File: src/rtl/lhg_ram.sv
module lhg_ram #(
	parameter int WIDTH = 8,
	parameter int DEPTH = 64
) (
	input  logic                                   clk,
	input  logic                                   we,
	input  logic [(DEPTH > 1 ? $clog2(DEPTH) : 1)-1:0] waddr,
	input  logic [WIDTH-1:0]                       wdata,
	input  logic                                   re,
	input  logic [(DEPTH > 1 ? $clog2(DEPTH) : 1)-1:0] raddr,
	output logic [WIDTH-1:0]                       rdata
);

	logic [WIDTH-1:0] mem [DEPTH];

	// One write port and one registered read port.
	always_ff @(posedge clk) begin
		if (we) begin
			mem[waddr] <= wdata;
		end
		if (re) begin
			rdata <= mem[raddr];
		end
	end

endmodule

File: config.mk
export PLATFORM = sky130hd
export DESIGN_NAME = lhg_ram
export DESIGN_NICKNAME = d
export VERILOG_FILES = /design/src/rtl/lhg_ram.sv
export SDC_FILE = /design/constraint.sdc
export NUM_CORES = 1
export LEC_CHECK = 0
export BUFFER_PORTS_ARGS = -buffer_cell sky130_fd_sc_hd__buf_2
export CORE_MARGIN = 2
export CORE_UTILIZATION = 45
export CTS_CLUSTER_SIZE = 30
export DETAILED_ROUTE_END_ITERATION = 10
export GPL_ROUTABILITY_DRIVEN = 0
export PLACE_DENSITY = 0.56
export SLEW_MARGIN = 10
export SYNTH_ARGS = -nofsm -noshare
export SYNTH_HDL_FRONTEND = slang
export SYNTH_SLANG_ARGS = --single-unit
File: constraint.sdc
create_clock -name clk -period 2.7 [get_ports clk]
set_input_delay 0 -clock clk [delete_from_list [all_inputs] [get_ports clk]]
set_output_delay 0 -clock clk [all_outputs]
set_load 0.01 [all_outputs]
==> results_dict.tcl <==
set metrics [dict create \
    status "complete, no violations" \
    grt_pass1_vias 9996 \
    clk_latency_ns 0.60 \
    placed_area_um2 21700 \
    grtUsageTotal_pct 20.4 \
    start_util_pct 45.7 \
    synthToLayoutAreaGrowth_pct 15.5 \
    cts_tree "yes" \
    grt_pass1_wl_mm 68.2 \
    globalRoute.totalOverflow 0 \
    final_nets 1110 \
    p_per_area_nw_per_um2 713 \
    clockPowerShare_pct 40.9 \
    core_area_um2 44300 \
    drive_gt1_share_pct 30.3 \
    io_pins 31 \
    synth-main-ff-cell "edfxtp_1" \
    rsz0062_at_grt "no" \
    p_int_mw 13.2 \
    crit_buf_inv 0 \
    cpMaxStageDelayCell "a221oi_1" \
    dpl.hpwl_mm 29.4 \
    p_seq_share_pct 53.9 \
    drv_cap 0 \
    clock-sinks 520 \
    report.final.slew_viol_count 0 \
    seq_area_frac_synth_pct 77.1 \
    arrival_ns 2.53 \
    max_slew.worst_pin.slew_ns 1.20 \
    antenna_found_initial 2 \
    async_reset_ff_share_pct 0 \
    cts_buffers 53 \
    r2r-start "mem[45][0]" \
    port_buffers 30 \
    timing.rr.end "rdata[0]" \
    fin_area_um2 23400 \
    via_per_inst 5.70 \
    clock_path_buffers 3 \
    combPwrFrac_pct 5.2 \
    clk_pin_slew_ns 0.06 \
    power.leakage_nw 7.47 \
    antenna_left 0 \
    syn_inst 940 \
    synth_area_um2 20200 \
    fin_worst_skew_ns 0.0156 \
    first_iter_violations 1057 \
    min_path_type "input port to flip-flop" \
    yosys.area.top_type "edfxtp_1" \
    r2r_cells 4 \
    drtPass1Iterations 5 \
    die_h_um 216 \
    rows 77 \
    netSwitchingPower_mw 3.49 \
    via_count 9804 \
    die_w_um 216 \
    fin_crit_ns 2.21 \
    wl_per_cell_um 27.0 \
    hold_start "waddr[0]" \
    crit_fanout 1 \
    grt_max_degree 65 \
    slew_headroom_pct 19.7 \
    max_stage_delay_ns 0.65 \
    wirelength_mm 46.4 \
    worstPathCellList "mux4_2 > mux2_2 > a221oi_1 > o2bb2ai_1" \
    worstPathRequired_ns 3.02 \
    hold_depth 3 \
    worst-r2r-setup-slack_ns 0.49 \
    cp_top_family "compound AO/OA/AOI/OAI gates" \
    n_fill_cell 3520 \
    hold_violations 0 \
    p_total_mw 16.7 \
    min_period_over_period_pct 81.8 \
    syn-num-nets 963 \
    setup-violations-final 0 \
    synth-seq-cells 520 \
    fin_setup_tns_ns 0 \
    min_to "mem[53][0]" \
    synth_edf_count 520 \
    peakVddDrop_uv 413 \
    avgSynthCellArea_um2 21.5 \
    cp-end-kind "flip-flop" \
    htree_levels 2 \
    ys_top_cells_by_area "edfxtp_1 77%, mux4_2 14%, nor2_1 1.5%" \
    switching_share_pct 20.9 \
    hold_ws_ns 0.0642 \
    yosys_warnings 0 \
    die-area_um2 46700 \
    fmax_ghz 0.453 \
    critPathLaunchType "flip-flop" \
    clockRootBuffer "clkbuf_16" \
    synth_top_area_share_pct 77.1 \
    synth_cell_types 39 \
    critPathKind "flip-flop to flip-flop" \
    setup_slack_ns 0.492 \
    drc_errors 0 \
    dp_slack_ns 0.340 \
]
-- what timing repair did --
| item | 4_1_cts | 5_1_grt |
|---|---|---|
| gates resized for setup | 0 | 0 |
| buffers inserted | 0 | 0 |
| hold buffers | 7 | 1 |
| hold endpoints to repair | 69 | 12 |
-- how the worst max path moves through the flow --
stage,from,endpoint,slack (ns),cells after the start
floorplan,mem[29][4],rdata[4],0.87,5
global placement,raddr[1],rdata[0],0.34,5
detailed placement,raddr[1],rdata[0],0.34,5
CTS,mem[45][0],rdata[0],0.43,4
global route,mem[46][0],rdata[0],0.43,4
finish,mem[45][0],rdata[0],0.49,4
-- cell usage after synthesis (all sizes together), types with 3 or more instances --
library cell / number
o2111ai: 3
nand2: 19
a22oi: 3
nand2b: 7
o21ai: 4
mux2i: 23
mux2: 13
o221ai: 8
edfxtp: 520
a211oi: 4
mux4: 126
a21oi: 3
o22ai: 8
nor3: 7
nor2: 83
nor2b: 14
o2bb2ai: 3
a221oi: 6
nand3b: 3
clkbuf: 17
buf: 34
nand3: 13
-- routing by layer --
| metal | vias to the layer above | track usage (%) | share of wire [%] |
|---|---|---|---|
| met5 | - | 0 | 0.052 |
| met4 | 4 | 7.05 | 3.1 |
| met3 | 88 | 3.97 | 5.9 |
| met2 | 286 | 30.8 | 46 |
| met1 | 5190 | 30.0 | 45 |
| li1 | 4236 | - | - |
-- cell families after synthesis --
group,count (synthesis),synth area share [%]
AOI/OAI and AO/OA,54,2.06
buffers and inverters,51,1.56
DFF,520,77.1
muxes,162,15.9
and+or+nand+nor,153,3.37
-- per-stage QoR --
step,cells,util [%]
after floorplan,940,-
after global placement,1616,49.0
after detailed placement,1616,49.0
after CTS,1718,52.7
after global routing,1719,52.7
final,1720,52.8
-- layout by cell type (no fill, tap or decap), drive strengths merged, types with 7 or more instances in the layout --
cell / count
edfxtp: 520
buf: 134
mux4: 126
nor2: 83
clkbuf: 67
clkinv: 25
mux2i: 23
nand2: 19
nor2b: 14
mux2: 13
nand3: 13
o221ai: 8
o22ai: 8
dlygate4sd3: 8
nand2b: 7
nor3: 7
-- state kept, by name (all words and copies together), names as in the netlist --
register,cells
rdata,8
mem,512
-- tightest hold or removal path, cell delays in order --
cell and delay [ns]:
buf_2 0.15, nand4_1 0.17, nor2_1 0.14
-- power by group through the flow --
stage	Sequential (mW)	Combinational (mW)	Clock, mW
global route	8.98	0.927	7.30
finish	8.98	0.865	6.82
CTS	8.98	0.878	6.99
global placement	9.15	0.859	0
floorplan	9.14	0.476	0
detailed placement	9.15	0.868	0
-- area by class of cell --
| cell class | count | area (µm²) | area share [%] |
|---|---|---|---|
| Timing Repair Buffer | 143 | 1110 | 4.75 |
| Sequential cell | 520 | 15600 | 66.8 |
| Clock buffer | 66 | 1420 | 6.06 |
| Antenna cell | 1 | 2.50 | 0.0107 |
| Clock inverter | 29 | 178 | 0.760 |
| Multi-Input combinational cell | 369 | 4320 | 18.5 |
| Tap cell | 592 | 741 | 3.17 |
Note: power is estimated with default switching activity, not from simulation.
