===== src/rtl/lhg_pkg.sv =====
package lhg_pkg;

	// Grade codes kept per link and reported on the result ports.
	typedef enum logic [1:0] {
		GRADE_UNKNOWN = 2'd0,
		GRADE_GOOD    = 2'd1,
		GRADE_IDLE    = 2'd2,
		GRADE_STALLED = 2'd3
	} grade_t;

	// Request codes.
	localparam logic REQ_SAMPLE  = 1'b0;
	localparam logic REQ_SIGNOFF = 1'b1;

	// Configuration register indexes.
	localparam logic [1:0] CFG_ENABLE  = 2'd0;
	localparam logic [1:0] CFG_IDLE    = 2'd1;
	localparam logic [1:0] CFG_STALLED = 2'd2;
	localparam logic [1:0] CFG_WEIGHT  = 2'd3;

	// Register reset values.
	localparam logic        RST_ENABLE  = 1'b1;
	localparam logic [15:0] RST_IDLE    = 16'd45;
	localparam logic [15:0] RST_STALLED = 16'd90;
	localparam logic [7:0]  RST_WEIGHT  = 8'd77;

	// Widths of the stored and reported values.
	localparam int TIME_W = 32;
	localparam int LAT_W  = 40;
	localparam int FRAC_W = 8;

	typedef struct packed {
		logic        enabled;
		logic [15:0] idle_limit;
		logic [15:0] stalled_limit;
		logic [7:0]  weight;
	} cfg_t;

	typedef struct packed {
		logic              req_type;
		logic              link_up;
		logic [TIME_W-1:0] last_rx;
		logic [TIME_W-1:0] now;
	} item_t;

	// One table entry as held in the link memory.
	typedef struct packed {
		grade_t            grade;
		logic [TIME_W-1:0] rx_time;
		logic [TIME_W-1:0] silence_start;
		logic [LAT_W-1:0]  latency;
	} entry_t;

	typedef struct packed {
		grade_t            grade;
		grade_t            prev_grade;
		logic              grade_changed;
		logic [TIME_W-1:0] silent_secs;
		logic [LAT_W-1:0]  latency_est;
	} result_t;

	// Table update requests from the datapath to the storage.
	typedef struct packed {
		logic write;
		logic clear;
	} upd_ctrl_t;

endpackage


===== src/rtl/lhg_update.sv =====
module lhg_update (
	input  lhg_pkg::cfg_t      cfg,
	input  lhg_pkg::item_t     item,
	input  logic               in_range,
	input  lhg_pkg::entry_t    cur,
	output lhg_pkg::entry_t    nxt,
	output lhg_pkg::result_t   res,
	output lhg_pkg::upd_ctrl_t ctrl
);
	import lhg_pkg::*;

	logic [16:0]         idle_lim;
	logic [16:0]         stall_lim;
	logic [LAT_W-1:0]    obs;
	logic [47:0]         new_term;
	logic [48:0]         old_term;
	logic [48:0]         mix_sum;
	logic [LAT_W-1:0]    ewma;
	logic [TIME_W-1:0]   idle_cur;
	logic [TIME_W-1:0]   idle_new;
	grade_t              grade_new;

	// Effective thresholds: idle limit at least one, stall limit above the idle limit.
	always_comb begin
		idle_lim = (cfg.idle_limit == 16'd0) ? 17'd1 : {1'b0, cfg.idle_limit};
		if ({1'b0, cfg.stalled_limit} > idle_lim) begin
			stall_lim = {1'b0, cfg.stalled_limit};
		end else begin
			stall_lim = idle_lim + 17'd1;
		end
	end

	// Observed silence in fixed point and the smoothed latency with rounding.
	always_comb begin
		if (item.last_rx >= cur.silence_start) begin
			obs = {item.last_rx - cur.silence_start, {FRAC_W{1'b0}}};
		end else begin
			obs = '0;
		end
		new_term = 48'(cfg.weight) * 48'(obs);
		old_term = 49'(9'd256 - {1'b0, cfg.weight}) * 49'(cur.latency);
		mix_sum  = {1'b0, new_term} + old_term + 49'd128;
		ewma     = mix_sum[47:8];
	end

	// Next entry for a sample of a link that is up.
	always_comb begin
		nxt = cur;
		if (item.last_rx > cur.rx_time) begin
			if (cur.silence_start != '0) begin
				nxt.latency       = (cur.latency == '0) ? obs : ewma;
				nxt.silence_start = '0;
			end
			nxt.rx_time = item.last_rx;
		end else if (cur.silence_start == '0 && cur.rx_time != '0) begin
			nxt.silence_start = cur.rx_time;
		end
		if (nxt.rx_time != '0 && item.now >= nxt.rx_time) begin
			idle_new = item.now - nxt.rx_time;
		end else begin
			idle_new = '0;
		end
		if ({15'd0, idle_lim} > idle_new) begin
			grade_new = GRADE_GOOD;
		end else if ({15'd0, stall_lim} > idle_new) begin
			grade_new = GRADE_IDLE;
		end else begin
			grade_new = GRADE_STALLED;
		end
		nxt.grade = grade_new;
	end

	// Idle time from the stored entry, used while the link is down.
	always_comb begin
		if (cur.rx_time != '0 && item.now >= cur.rx_time) begin
			idle_cur = item.now - cur.rx_time;
		end else begin
			idle_cur = '0;
		end
	end

	// Result and table update for each kind of item.
	always_comb begin
		res  = '0;
		ctrl = '0;
		priority if (!in_range) begin
			res = '0;
		end else if (item.req_type == REQ_SIGNOFF) begin
			ctrl.clear     = 1'b1;
			res.prev_grade = cur.grade;
		end else if (!cfg.enabled) begin
			res.latency_est = cur.latency;
		end else if (!item.link_up) begin
			res.grade       = cur.grade;
			res.prev_grade  = cur.grade;
			res.silent_secs = idle_cur;
			res.latency_est = cur.latency;
		end else begin
			ctrl.write        = 1'b1;
			res.grade         = grade_new;
			res.prev_grade    = cur.grade;
			res.grade_changed = (grade_new != cur.grade);
			res.silent_secs   = idle_new;
			res.latency_est   = nxt.latency;
		end
	end

endmodule


===== config.mk =====
export PLATFORM = sky130hd
export DESIGN_NAME = lhg_update
export DESIGN_NICKNAME = d
export VERILOG_FILES = /design/src/rtl/lhg_pkg.sv /design/src/rtl/lhg_update.sv
export SDC_FILE = /design/constraint.sdc
export NUM_CORES = 2
export LEC_CHECK = 0
export BUFFER_PORTS_ARGS = -buffer_cell sky130_fd_sc_hd__buf_2
export CAP_MARGIN = 10
export CORE_UTILIZATION = 50
export DETAILED_ROUTE_END_ITERATION = 10
export GPL_ROUTABILITY_DRIVEN = 0
export PLACE_DENSITY = 0.74
export SLEW_MARGIN = 20
export SYNTH_ARGS = -nofsm -noshare
export SYNTH_HDL_FRONTEND = slang
export SYNTH_SLANG_ARGS = --single-unit

===== constraint.sdc =====
create_clock -name vclk -period 10.05
set_input_delay 1.005 -clock vclk [all_inputs]
set_output_delay 1.005 -clock vclk [all_outputs]
set_load 0.005 [all_outputs]

==> out/qor.csv <==
stage,metric,value,unit
status,status,finished with violations,
status,failing checks,setup timing,
layout,Seq. cell area,0,sq um
timing,Final period util,106.2,%
yosys,share of the synthesized area in the top cell type,34.06,%
setup_path,worst-path fanout max,4,
grt,GRT Residual Overflow,0,
yosys,syn_area_per_cell,7.793,sq um
layout,"commonest non-fill, non-tap cell in the layout",inv_1,
floorplanning,Die W,249.5,microns
drt,vias per cell,5.908,
cts,Hold Buf Count CTS,0,
drt,WL final,115.7,mm
timing,min Tclk post-route,10670,ps
timing,Slew Limit Headroom,26.00,%
yosys,top post-synthesis cells by area,"fa_1 (34%), ha_1 (14%), inv_1 (9.5%)",
setup_path,Crit-path slowest cell,fa_1,
setup_path,CP Capture Type,output port,
floorplanning,Starting Density,50.64,%
floorplanning,Top-Level Pins,399,
placement,pre-CTS setup slack,-913.0,ps
yosys,sequential area share after synthesis,0,%
setup_path,critical path's largest stage delay,560,ps
min_path,worst hold path type,primary input to output port,
grt,gr usage total,35.96,%
layout,final net count,5678,
setup_path,crit start category,primary input,
timing,Hold Fails Final Rpt,0,
min_path,Hold Crit Start,in_range,
yosys,post-synth top area cell,fa_1,
drt,DRC,0,
layout,Antenna Cells,0,
layout,P&R area growth vs syn,24.06,%
floorplanning,die area,62240,sq um
layout,clock buffers,0,
grt,largest net degree at the start of global routing,71,
drt,Final ANT Viol Nets,0,
setup_path,worst endpoint data arrival time,9670,ps
timing,Final setup viols,54,
timing,actual slew at the worst max-slew pin,1105,ps
setup_path,cell repeated most along the worst path,fa_1,
yosys,Mapped Nets,5017,
timing,fin. max-slew vios,0,
yosys,number of synthesis warnings,0,
timing,RSZ-0062 raised after global routing,true,
layout,layout cells sized above 1,24.54,%
drt,First-pass DRT Iterations,6,
timing,fmax,93.69,MHz
setup_path,WP data required,9050,ps
drt,Wirelength per Cell,21.55,microns
drt,via count,31730,
layout,layout sequential cell count,0,
drt,DRT iter0 DRCs,2949,
job,Max Cap Viol,0,
floorplanning,Die Span Y,249.5,microns
yosys,"Cell Area, Synth",30620,sq um
placement,post-DP HPWL,93.36,mm
yosys,Synth Instances,3929,
timing,setup slack after layout,-623.9,ps
setup_path,Setup CP Type,primary input to output port,
floorplanning,# rows,90,
placement,# port buffers,399,
grt,vias in the first global route,31810,
setup_path,Worst Setup SP,item[32],
grt,initial antenna violation count,4,
yosys,post-synthesis cell type count,77,
floorplanning,area of the core,60470,sq um
layout,"commonest cells after routing, fill and taps aside","inv_1 (745), fa_1 (514), nand2_1 (413)",
grt,first-pass GRT wire length,174.4,mm
## kinds of logic after synthesis
group / count (synthesis) / share of synthesized area, %
and+or+nand+nor: 1257 / 20.40
buffers and inverters: 954 / 11.74
adders and majority gates: 874 / 48.49
AOI/OAI and AO/OA: 661 / 13.84
xor gates and xnor gates: 129 / 3.690
muxes: 54 / 1.855
## path summary, 6_finish.rpt
check,end,cells after the start
max,res[32],40
min,ctrl[0],3
## layer usage
layer	global-route usage [%]	up-vias	part of all wire, %
met1	43.80	15400	37
met3	7.009	582	9.9
met5	0	-	0.023
li1	-	13890	-
met4	24.60	4	8.1
met2	57.63	1853	45
## cells in the mapped netlist (all sizes together), types with 41 or more instances
| master | instances |
|---|---|
| and2 | 316 |
| nand2 | 426 |
| nor2 | 207 |
| nor4 | 48 |
| inv | 775 |
| nand3 | 41 |
| o21ai | 123 |
| a21o | 99 |
| ha | 353 |
| nand4 | 47 |
| fa | 521 |
| xor2 | 46 |
| nor3 | 59 |
| clkbuf | 162 |
| xnor2 | 83 |
| a21oi | 212 |
## metrics by stage
step / util (%) / cells / hold slack [ps] / setup TNS, ps / area [sq um]
detailed placement: 59.50 / 5316 / 2335 / -34110 / 35980
global placement: 59.50 / 5316 / 2326 / -26820 / 35980
floorplan: - / 3929 / 2081 / -20.66 / 30680
global route: 62.82 / 5370 / 2357 / -36730 / 37990
finish: 62.82 / 5370 / 2337 / -19740 / 37990
CTS: 60.90 / 5336 / 2337 / -14010 / 36830
## final cells by class
type,instances,area [sq um]
multi-input cells,2975,28420
fillers,5103,22480
repair buffers,838,5670
inverters,775,2924
well taps,782,978.4
## critical path, delay by kind of cell
kind            cells  cell delay [ps]
compound gates      9             1790
xor+xnor            1              230
fa+ha+maj           9             3830
buf+inv            11              950
simple gates       10             1820
## timing repair
| item | CTS | global route |
|---|---|---|
| pin swaps | 77 | 122 |
| resized for setup | 163 | 192 |
| gates cloned | 0 | 0 |
| buffers inserted | 25 | 37 |
| setup endpoints to repair | 64 | 67 |
Power is left out: the tool's default activity adds up to more than one toggle a clock period on the data nets, which glitch-free logic cannot reach.
